`src/rtl/wujs_pkg.sv`:
```
package wujs_pkg;

  localparam int QUEUE_DEPTH = 64;
  localparam int IDX_W       = $clog2(QUEUE_DEPTH);
  localparam int OCC_W       = $clog2(QUEUE_DEPTH + 1);
  localparam int VAL_W       = 16;
  localparam int ENT_W       = 2 * VAL_W;
  localparam int PEN_W       = 40;

  typedef enum logic [1:0] {
    OP_ARRIVE = 2'd0,
    OP_TICK   = 2'd1,
    OP_FINISH = 2'd2,
    OP_NONE   = 2'd3
  } op_t;

  typedef enum logic [2:0] {
    ST_IDLE,
    ST_SCAN,
    ST_FLUSH1,
    ST_FLUSH2,
    ST_TAKE,
    ST_WRLAST,
    ST_DONE
  } state_t;

  typedef struct packed {
    logic accept;
    logic scan_start;
    logic scan_step;
    logic take;
    logic rd_last;
    logic wr_last;
    logic ld_res;
  } cmd_t;

  typedef struct packed {
    logic needs_scan;
    logic op_tick;
    logic cnt_last;
    logic best_one;
    logic out_free;
  } sts_t;

endpackage

```
`src/rtl/wujs_ram.sv`:
```
module wujs_ram #(
  parameter int WIDTH = 32,
  parameter int DEPTH = 64
) (
  input  logic                     clk,
  input  logic                     we,
  input  logic [$clog2(DEPTH)-1:0] waddr,
  input  logic [WIDTH-1:0]         wdata,
  input  logic                     re,
  input  logic [$clog2(DEPTH)-1:0] raddr,
  output logic [WIDTH-1:0]         rdata
);

  logic [WIDTH-1:0] mem [DEPTH];

  always_ff @(posedge clk) begin
    if (we) begin
      mem[waddr] <= wdata;
    end
    if (re) begin
      rdata <= mem[raddr];
    end
  end

endmodule

```
`src/rtl/wujs_ctrl.sv`:
```
module wujs_ctrl
  import wujs_pkg::*;
(
  input  logic clk,
  input  logic rst,
  input  logic s_tvalid,
  output logic s_tready,
  input  sts_t sts,
  output cmd_t cmd
);

  state_t state, state_next;

  always_ff @(posedge clk) begin
    if (rst) begin
      state <= ST_IDLE;
    end else begin
      state <= state_next;
    end
  end

  always_comb begin
    state_next = state;
    case (state)
      ST_IDLE: begin
        if (s_tvalid && sts.out_free && sts.needs_scan) state_next = ST_SCAN;
      end
      ST_SCAN: begin
        if (sts.cnt_last) state_next = ST_FLUSH1;
      end
      ST_FLUSH1: state_next = ST_FLUSH2;
      ST_FLUSH2: state_next = sts.op_tick ? ST_TAKE : ST_DONE;
      ST_TAKE:   state_next = sts.best_one ? ST_WRLAST : ST_DONE;
      ST_WRLAST: state_next = ST_DONE;
      ST_DONE: begin
        if (sts.out_free) state_next = ST_IDLE;
      end
      default:   state_next = ST_IDLE;
    endcase
  end

  always_comb begin
    cmd      = '0;
    s_tready = 1'b0;
    case (state)
      ST_IDLE: begin
        s_tready       = sts.out_free;
        cmd.accept     = s_tvalid && sts.out_free;
        cmd.scan_start = s_tvalid && sts.out_free && sts.needs_scan;
      end
      ST_SCAN:   cmd.scan_step = 1'b1;
      ST_TAKE: begin
        cmd.take    = !sts.best_one;
        cmd.rd_last = sts.best_one;
      end
      ST_WRLAST: cmd.wr_last = 1'b1;
      ST_DONE:   cmd.ld_res  = sts.out_free;
      default:   cmd = '0;
    endcase
  end

endmodule

```
`src/rtl/wujs_dp.sv`:
```
module wujs_dp
  import wujs_pkg::*;
(
  input  logic             clk,
  input  logic             rst,
  input  logic [1:0]       in_op,
  input  logic [VAL_W-1:0] in_weight,
  input  logic [VAL_W-1:0] in_units,
  input  cmd_t             cmd,
  output sts_t             sts,
  output logic             out_valid,
  input  logic             out_ready,
  output logic             out_served,
  output logic [VAL_W-1:0] out_sw,
  output logic             out_full,
  output logic [PEN_W-1:0] out_pen,
  output logic [OCC_W-1:0] out_pend
);

  localparam logic [OCC_W-1:0] DEPTH_C = OCC_W'(QUEUE_DEPTH);

  logic [OCC_W-1:0] occ;
  logic [IDX_W-1:0] cnt;
  op_t              op_q;
  logic             rd_v;
  logic [IDX_W-1:0] rd_idx;
  logic [VAL_W-1:0] best_w, best_u;
  logic [IDX_W-1:0] best_idx;
  logic [ENT_W-1:0] prod;
  logic             prod_v;
  logic [PEN_W-1:0] acc;
  logic [PEN_W:0]   acc_sum;

  logic             we, re;
  logic [IDX_W-1:0] waddr, raddr, last_idx;
  logic [ENT_W-1:0] wdata, rdata;
  logic [VAL_W-1:0] dw, du;
  logic             better, arrive_ok, arrive_full;
  op_t              op_in;

  assign op_in       = op_t'(in_op);
  assign last_idx    = IDX_W'(occ - 1'b1);
  assign dw          = rdata[VAL_W-1:0];
  assign du          = rdata[ENT_W-1:VAL_W];
  assign better      = (dw > best_w) || ((dw == best_w) && (du > best_u));
  assign arrive_ok   = (op_in == OP_ARRIVE) && (in_units != '0) && (occ < DEPTH_C);
  assign arrive_full = (op_in == OP_ARRIVE) && (in_units != '0) && (occ >= DEPTH_C);
  assign acc_sum     = {1'b0, acc} + (PEN_W + 1)'(prod);

  assign sts.needs_scan = (occ != '0) && ((op_in == OP_TICK) || (op_in == OP_FINISH));
  assign sts.op_tick    = (op_q == OP_TICK);
  assign sts.cnt_last   = (cnt == last_idx);
  assign sts.best_one   = (best_u == VAL_W'(1));
  assign sts.out_free   = !out_valid || out_ready;

  always_comb begin
    we    = 1'b0;
    waddr = best_idx;
    wdata = rdata;
    if (cmd.accept && arrive_ok) begin
      we    = 1'b1;
      waddr = occ[IDX_W-1:0];
      wdata = {in_units, in_weight};
    end else if (cmd.take) begin
      we    = 1'b1;
      wdata = {best_u - 1'b1, best_w};
    end else if (cmd.wr_last) begin
      we    = 1'b1;
    end
    re    = cmd.scan_step || cmd.rd_last;
    raddr = cmd.rd_last ? last_idx : cnt;
  end

  wujs_ram #(.WIDTH(ENT_W), .DEPTH(QUEUE_DEPTH)) u_ram (
    .clk   (clk),
    .we    (we),
    .waddr (waddr),
    .wdata (wdata),
    .re    (re),
    .raddr (raddr),
    .rdata (rdata)
  );

  // control state
  always_ff @(posedge clk) begin
    if (rst) begin
      occ       <= '0;
      rd_v      <= 1'b0;
      prod_v    <= 1'b0;
      out_valid <= 1'b0;
    end else begin
      rd_v   <= cmd.scan_step;
      prod_v <= rd_v && (op_q == OP_FINISH);
      if (cmd.accept && arrive_ok) occ <= occ + 1'b1;
      if (cmd.wr_last) occ <= occ - 1'b1;
      if (cmd.ld_res && (op_q == OP_FINISH)) occ <= '0;
      if ((cmd.accept && !sts.needs_scan) || cmd.ld_res) begin
        out_valid <= 1'b1;
      end else if (out_ready) begin
        out_valid <= 1'b0;
      end
    end
  end

  // scan datapath and result word
  always_ff @(posedge clk) begin
    if (cmd.accept) op_q <= op_in;
    if (cmd.scan_start) begin
      cnt <= '0;
      acc <= '0;
    end
    if (cmd.scan_step) cnt <= cnt + 1'b1;
    rd_idx <= cnt;
    if (rd_v && (op_q == OP_TICK) && ((rd_idx == '0) || better)) begin
      best_w   <= dw;
      best_u   <= du;
      best_idx <= rd_idx;
    end
    prod <= ENT_W'(dw) * ENT_W'(du);
    if (prod_v) acc <= acc_sum[PEN_W] ? {PEN_W{1'b1}} : acc_sum[PEN_W-1:0];
    if (cmd.accept && !sts.needs_scan) begin
      out_served <= 1'b0;
      out_sw     <= '0;
      out_full   <= arrive_full;
      out_pen    <= '0;
      out_pend   <= arrive_ok ? occ + 1'b1 : occ;
    end else if (cmd.ld_res) begin
      out_served <= (op_q == OP_TICK);
      out_sw     <= (op_q == OP_TICK) ? best_w : '0;
      out_full   <= 1'b0;
      out_pen    <= (op_q == OP_FINISH) ? acc : '0;
      out_pend   <= (op_q == OP_FINISH) ? '0 : occ;
    end
  end

endmodule

```
`src/rtl/weighted_unit_job_scheduler_unit.sv`:
```
// Weighted job scheduler. Up to QUEUE_DEPTH (64) jobs sit in one RAM, each
// as a weight and a remaining unit count. s_tuser carries the operation
// (arrive, tick, finish); every input word yields exactly one output word.
// Arrive, unknown operations and tick/finish on an empty queue complete in
// the accept cycle. A tick or a finish walks the RAM over the N pending
// jobs, one entry per cycle through its single read port; when the served
// job of a tick empties, the last entry is moved into its slot. A new word
// is taken only when the output register is empty or is being read in the
// same cycle.
module weighted_unit_job_scheduler_unit
  import wujs_pkg::*;
(
  input  logic        clk,
  input  logic        rst,
  input  logic        s_tvalid,
  output logic        s_tready,
  input  logic [31:0] s_tdata,  // job_weight[15:0], job_units[31:16]
  input  logic [1:0]  s_tuser,  // operation[1:0]
  output logic        m_tvalid,
  input  logic        m_tready,
  output logic [71:0] m_tdata   // served[0], served_weight[16:1], queue_full[17],
                                // total_penalty[57:18], pending_jobs[64:58], zero pad
);

  cmd_t             cmd;
  sts_t             sts;
  logic             served, full;
  logic [VAL_W-1:0] sw;
  logic [PEN_W-1:0] pen;
  logic [OCC_W-1:0] pend;

  wujs_ctrl u_ctrl (
    .clk      (clk),
    .rst      (rst),
    .s_tvalid (s_tvalid),
    .s_tready (s_tready),
    .sts      (sts),
    .cmd      (cmd)
  );

  wujs_dp u_dp (
    .clk        (clk),
    .rst        (rst),
    .in_op      (s_tuser),
    .in_weight  (s_tdata[15:0]),
    .in_units   (s_tdata[31:16]),
    .cmd        (cmd),
    .sts        (sts),
    .out_valid  (m_tvalid),
    .out_ready  (m_tready),
    .out_served (served),
    .out_sw     (sw),
    .out_full   (full),
    .out_pen    (pen),
    .out_pend   (pend)
  );

  assign m_tdata = {7'd0, pend, pen, full, sw, served};

  // a served tick never reports a dropped arrive
  a_served_not_full: assert property (@(posedge clk) disable iff (rst)
    m_tvalid && m_tdata[0] |-> !m_tdata[17]) else $error("served and full together");

  // pending count never exceeds the queue depth
  a_pend_range: assert property (@(posedge clk) disable iff (rst)
    m_tvalid |-> (m_tdata[64:58] <= OCC_W'(QUEUE_DEPTH))) else $error("pending too large");

  // no new word while a scan is running
  a_no_accept_in_scan: assert property (@(posedge clk) disable iff (rst)
    cmd.scan_step |-> !s_tready) else $error("accept during scan");

  // finish result always reports an empty queue
  a_finish_empties: assert property (@(posedge clk) disable iff (rst)
    cmd.ld_res && !sts.op_tick |=> (m_tdata[64:58] == '0)) else $error("finish left jobs");

endmodule

```
`config.mk`:
```
export PLATFORM = sky130hd
export DESIGN_NAME = weighted_unit_job_scheduler_unit
export DESIGN_NICKNAME = d
export VERILOG_FILES = /design/src/rtl/wujs_pkg.sv /design/src/rtl/wujs_ram.sv /design/src/rtl/wujs_ctrl.sv /design/src/rtl/wujs_dp.sv /design/src/rtl/weighted_unit_job_scheduler_unit.sv
export SDC_FILE = /design/constraint.sdc
export NUM_CORES = 2
export LEC_CHECK = 0
export ABC_AREA = 1
export BUFFER_PORTS_ARGS = -buffer_cell sky130_fd_sc_hd__buf_4
export CAP_MARGIN = 20
export CORE_AREA = 3 3 460 462
export DETAILED_ROUTE_END_ITERATION = 12
export DIE_AREA = 0 0 463 465
export PLACE_DENSITY_LB_ADDON = 0.15
export SLEW_MARGIN = 0
export SYNTH_ARGS = -nofsm -noshare
export SYNTH_HDL_FRONTEND = slang
export SYNTH_HIERARCHICAL = 1
export SYNTH_SLANG_ARGS = --single-unit
```
`constraint.sdc`:
```
create_clock -name clk -period 8.9 [get_ports clk]
set_input_delay 1.335 -clock clk [delete_from_list [all_inputs] [get_ports clk]]
set_output_delay 1.335 -clock clk [all_outputs]
set_load 0.02 [all_outputs]
```
=== After elaboration in Yosys (flattened, before gate mapping) ===
Memory sizes are Yosys's and may differ from the RTL's. A register that Yosys moved wholly into a read port is not among the register bits.
Index checks and enable logic that the tools add are counted.

* Memories: 1
* Memory bits (writable): 2,048
* Output and inout bits: 74
* Register bits: 202

* Equality and inequality tests: 16
* Add/subtract/negate cells: 5
* Muxes and demuxes: 38
* Order comparisons: 4
* Reductions and logical operators: 34
* Multiply operators: 1

{| class="wikitable"
|+ Memory list
! name !! depth !! bits a word !! rd ports !! clocked after Yosys merged registers in !! wr ports !! line !! source
|-
| u_dp.u_ram.mem || 64 || 32 || 1 || 1 || 1 || wujs_ram.sv:14 || <nowiki>logic [WIDTH-1:0] mem [DEPTH];</nowiki>
|}

{| class="wikitable"
|+ Operators with widths
! kind !! number
|-
| $mux 40 || 4
|-
| $mux 32 || 2
|-
| $mux 7 || 6
|-
| $add 40x32->41 || 1
|-
| $gt 16x16->1 || 2
|-
| $mul 16x16->32 || 1
|-
| $mux 6 || 4
|-
| $pmux 3 s7 || 1
|-
| $eq 16x1->1 const B || 1
|-
| $eq 16x16->1 || 1
|-
| $mux 16 || 1
|-
| $reduce_bool 16->1 || 1
|-
| $sub 16x1->16 const B || 1
|-
| $logic_and 1x1->1 || 13
|-
| $mux 1 || 13
|-
| $reduce_bool 2->1 || 5
|-
| $eq 3x3->1 const B || 3
|-
| $mux 3 || 3
|-
| $mux 2 || 4
|-
| $add 7x1->7 const B || 1
|-
| $ge 7x7->1 const B || 1
|-
| $lt 7x7->1 const B || 1
|-
| $reduce_bool 7->1 || 1
|-
| $sub 7x1->7 const B || 1
|-
| other kinds (15) || 26
|}

=== Depth between registers and ports, before layout ===
* Depth in word-level cells: 9
* Gate-level depth with buffers: 28
* Mapped depth without buffers: 26

=== Hierarchy ===
The synthesis kept the hierarchy.

{| class="wikitable"
|+ Modules (own cells, without submodules)
! module !! times used !! area an instance (um^2) !! cells each !! sequential area each (um^2)
|-
| wujs_ram || 1 || 83,058.4 || 6,769 || 62,459.9
|-
| wujs_dp || 1 || 20,443.4 || 2,707 || 4,924.7
|-
| wujs_ctrl || 1 || 264.0 || 45 || 60.1
|-
| weighted_unit_job_scheduler_unit || 1 || 71.3 || 10 || 0.0
|}

=== Worst setup path before layout ===
No wires, ideal clock.

* Kind: input to register
* From: input port m_tready
* To: memory u_dp.u_ram.mem[48][0], enable pin
* Cell stages on the path: 11
* Arrival: 6,168 ps
* Library setup time: 503 ps
* Setup slack: 2,229 ps
* Path through: inv_1 -> nand2_1 -> nand2_1 -> nor2_1 -> nand4_1 -> nand2_1 -> inv_1 -> nand2_1 -> clkbuf_1 -> nand4_1 -> nor4_1

{| class="wikitable"
|+ RTL lines
! element !! line !! source
|-
| start: declaration || weighted_unit_job_scheduler_unit.sv:20 || <nowiki>input logic m_tready,</nowiki>
|-
| end: declaration || wujs_ram.sv:14 ||
|}

==> flow_metrics.env <==
export IMPL_p_per_area_nw_per_um2=421
export IMPL_gp_congestion=0.885
export IMPL_clkTransAtPathRegs_ps=60
export IMPL_wl_mm=311
export IMPL_final_design_area_no_fill_sq_um=117000
export IMPL_timing_final_max_slew_violations=0
export IMPL_drive_gt1_frac=0.0799
export IMPL_core_sq_um=207000
export IMPL_die_h_um=465
export IMPL_total_leakage_power_nw=44.5
export IMPL_grt_pass1_vias=69500
export IMPL_fmax_mhz=153
export IMPL_critPathArrivalTime_ps=7140
export IMPL_regToRegSetupSlack_ps=2380
export IMPL_num_vias=72200
export IMPL_clock_latency_ps=890
export IMPL_drt_initial_drc_count=9181
export IMPL_p_comb_frac=0.527
export IMPL_hpwlAfterDp_mm=185
export IMPL_ff2ff_path_depth=20
export IMPL_critPathCapture="u_dp/u_ram/rdata[27]"
export IMPL_setup_viol=0
export IMPL_drtAntennaViolNets=1
export IMPL_timing_hold_ws_ps=435
export IMPL_switchingPower_mw=22.1
export IMPL_area_growth_pct=12.3
export IMPL_switching_share=0.449
export IMPL_synth_cell_types=48
export IMPL_startpoint_type="flop"
export IMPL_placed_area_sq_um=109000
export IMPL_grt_usage=0.286
export IMPL_critPathCaptureType="flop"
export IMPL_max_slew_margin=0.214
export IMPL_fin_crit_sh=0.733
export IMPL_initial_utilization=0.500
export IMPL_yosys_area_top_type="edfxtp_1"
export IMPL_cts_tree="built"
export IMPL_portBuffers=104
export IMPL_path_class="reg -> reg"
export IMPL_dieWidth_um=463
export IMPL_wl_per_cell_um=24.9
export IMPL_yosys_warnings=6
export IMPL_ctsResizeCount=0
export IMPL_drv_cap=0
export IMPL_hp_class="reg -> reg"
export IMPL_final_nets=9903
export IMPL_reg2reg_to="u_dp/u_ram/rdata[27]"
export IMPL_dieArea_sq_um=215000
export IMPL_syn_area_sq_um=104000
export IMPL_cts_root_buf="clkbuf_16"
export IMPL_grt_overflow=0
export IMPL_hold_buffers=0
export IMPL_fp_row_count=167
export IMPL_hold_viol=0
export IMPL_vias_per_cell=5.78
export IMPL_critPathLaunch="u_dp/best_u[5]"
export IMPL_cellInternalPower_mw=27.0
export IMPL_yosys_top_cells_area="edfxtp_1, nand2_1, nand3_1"
export IMPL_status="finished with violations"
export IMPL_synth_cells=9531
export IMPL_rsz0062_at_grt="no"
export IMPL_worst_pin_slew_ps=1170
export IMPL_cts_htree_levels=4
export IMPL_clock_power_share=0.199
export IMPL_fin_setup_tns_ps=0
export IMPL_clockBufferDepth=3
export IMPL_cp_required_ps=9520
export IMPL_grt_first_pass_wirelength_mm=462
export IMPL_grt_max_degree=169
export IMPL_cts_sinks=2282
export IMPL_cts_setup_buffers=0
export IMPL_synth_avg_cell_area_sq_um=10.9
export IMPL_ys_seq_area_frac=0.650
export IMPL_fin_crit_ps=6520
export IMPL_drc=0
export IMPL_cts_buffers=231
export IMPL_antenna_found_initial=5
export IMPL_first_pass_iters=6
export IMPL_pwr_share_seq=0.274
export IMPL_worstPathMaxFanout=60
export IMPL_ir_drop_mv=1.40
export IMPL_violations="antenna violations"
export IMPL_synth_top_area_share=0.629
export IMPL_ys_ff_latch=2282
export IMPL_timing_rr_start="u_dp/best_u[5]"
export IMPL_fin_worst_skew_ps=50.0
export IMPL_io_pins=112
[cell families (layout without fill, tap and decap cells)]
kind of cell / count (synthesis) / count (layout) / share of synthesized area
xor gates and xnor gates: 64 / 64 / 0.00540
other: 1 / 13 / 0.0000361
AOI/OAI and AO/OA: 305 / 305 / 0.0183
and+or+nand+nor: 5319 / 5319 / 0.219
buffers and inverters: 1191 / 1346 / 0.0494
adders and majority gates: 369 / 369 / 0.0586
DFF: 2282 / 2282 / 0.650
[cells in the final DEF (no fill, tap or decap), types with 8 or more instances in the layout]
master	instances
o21bai_1	9
dfxtp_1	108
o21ai_4	14
inv_2	9
ha_1	174
buf_4	198
nor2_4	57
inv_1	614
edfxtp_1	2174
nand4_1	28
buf_12	76
nor4_2	9
clkinvlp_4	8
buf_16	14
o21ai_0	62
a32o_1	40
clkinv_1	56
nor3_1	23
a21oi_1	113
xor2_1	34
clkinv_2	45
nor2_1	191
clkbuf_16	236
o211ai_1	8
nor2_2	8
nand2_1	2970
a31oi_4	23
nand3_1	2003
xnor2_1	30
clkbuf_1	43
fa_1	195
nand2_2	13
bufinv_16	27
[metal layers]
| metal | share of wire | up-vias | global-route usage |
|---|---|---|---|
| met5 | 0 | - | 0 |
| met4 | 0.028 | 0 | 0.0819 |
| met3 | 0.089 | 425 | 0.0429 |
| met2 | 0.46 | 3247 | 0.443 |
| met1 | 0.43 | 35900 | 0.422 |
| li1 | - | 32600 | - |
[synthesized netlist by cell type (all sizes together)]
cell type,instances
xor2,34
dfxtp,108
nand4,28
o21bai,9
o22ai,5
xnor2,30
o21ai,82
or2,2
a32o,40
edfxtp,2174
o21a,3
inv,627
buf,396
ha,174
nand3,2005
nor2,256
o211ai,8
nor4,15
conb,1
and2,1
clkbuf,168
nand2,2984
a211oi,1
fa,195
nand3b,4
a31oi,27
a21boi,4
nor3,24
a21o,3
a21oi,123
[sequential cells by signal (all words and copies together), names as in the netlist, 3 cells and up]
register,cells
u_dp/acc,40
u_dp/prod,32
u_dp/u_ram/rdata,32
u_dp/out_sw,16
u_dp/occ,7
u_dp/best_w,16
u_dp/u_ram/mem,2048
u_dp/out_pend,7
u_dp/rd_idx,6
u_dp/out_pen,40
u_dp/cnt,6
u_ctrl/state,3
u_dp/best_idx,6
u_dp/best_u,16
[through the flow]
stage	setup slack, ps	instances	utilization	total power, mW
floorplan	2230	9537	-	31.1
global placement	2420	12000	0.519	39.5
detailed placement	2410	12000	0.524	39.5
CTS	2390	12500	0.560	49.4
global route	2130	12500	0.562	53.0
finish	2380	12500	0.562	49.1
[critical path, stage by stage, from the launching register on]
cell      delay (ps)
edfxtp_1         430
inv_1            130
nand2_1           60
nor2_1           130
nand2_1           80
nor3_1           790
inv_1            220
nor4_1           630
inv_1            490
nand2_1          240
o21ai_4           70
buf_4            300
inv_8            470
buf_4            640
nand3_1          150
nand3_1          110
nand3_1          260
nand3_1          350
nand2_1          160
nand2_1          290
nand2_1           80
[worst min path at each step]
stage          slack (ps)  cells past startpoint            from               end
2_1_floorplan         370                      0     u_dp/cnt[3]    u_dp/rd_idx[3]
3_3_place_gp          420                      0  u_dp/rd_idx[0]  u_dp/best_idx[0]
3_5_place_dp          420                      0  u_dp/rd_idx[3]  u_dp/best_idx[3]
4_1_cts               430                      2       u_dp/rd_v       u_dp/prod_v
5_1_grt               440                      0  u_dp/rd_idx[0]  u_dp/best_idx[0]
6_report              430                      0  u_dp/rd_idx[0]  u_dp/best_idx[0]
[layout make-up]
cell class | instances | area, sq um
tap | 2788 | 3490
clock inverter | 150 | 1510
timing repair buffer | 290 | 3420
sequential | 2282 | 67400
fill | 17300 | 90900
antenna | 6 | 15.0
inverter | 627 | 2390
multi-input combinational | 6064 | 32300
clock buffer | 279 | 6070
[power groups by stage]
stage               clock network, mW  registers (mW)  logic (mW)
floorplan                           0            13.5        17.6
global placement                    0            13.7        25.7
detailed placement                  0            13.7        25.8
CTS                              9.92            13.5        26.0
global route                     10.3            13.4        29.2
finish                           9.78            13.4        25.9
Note: power is estimated with default switching activity, not from simulation.
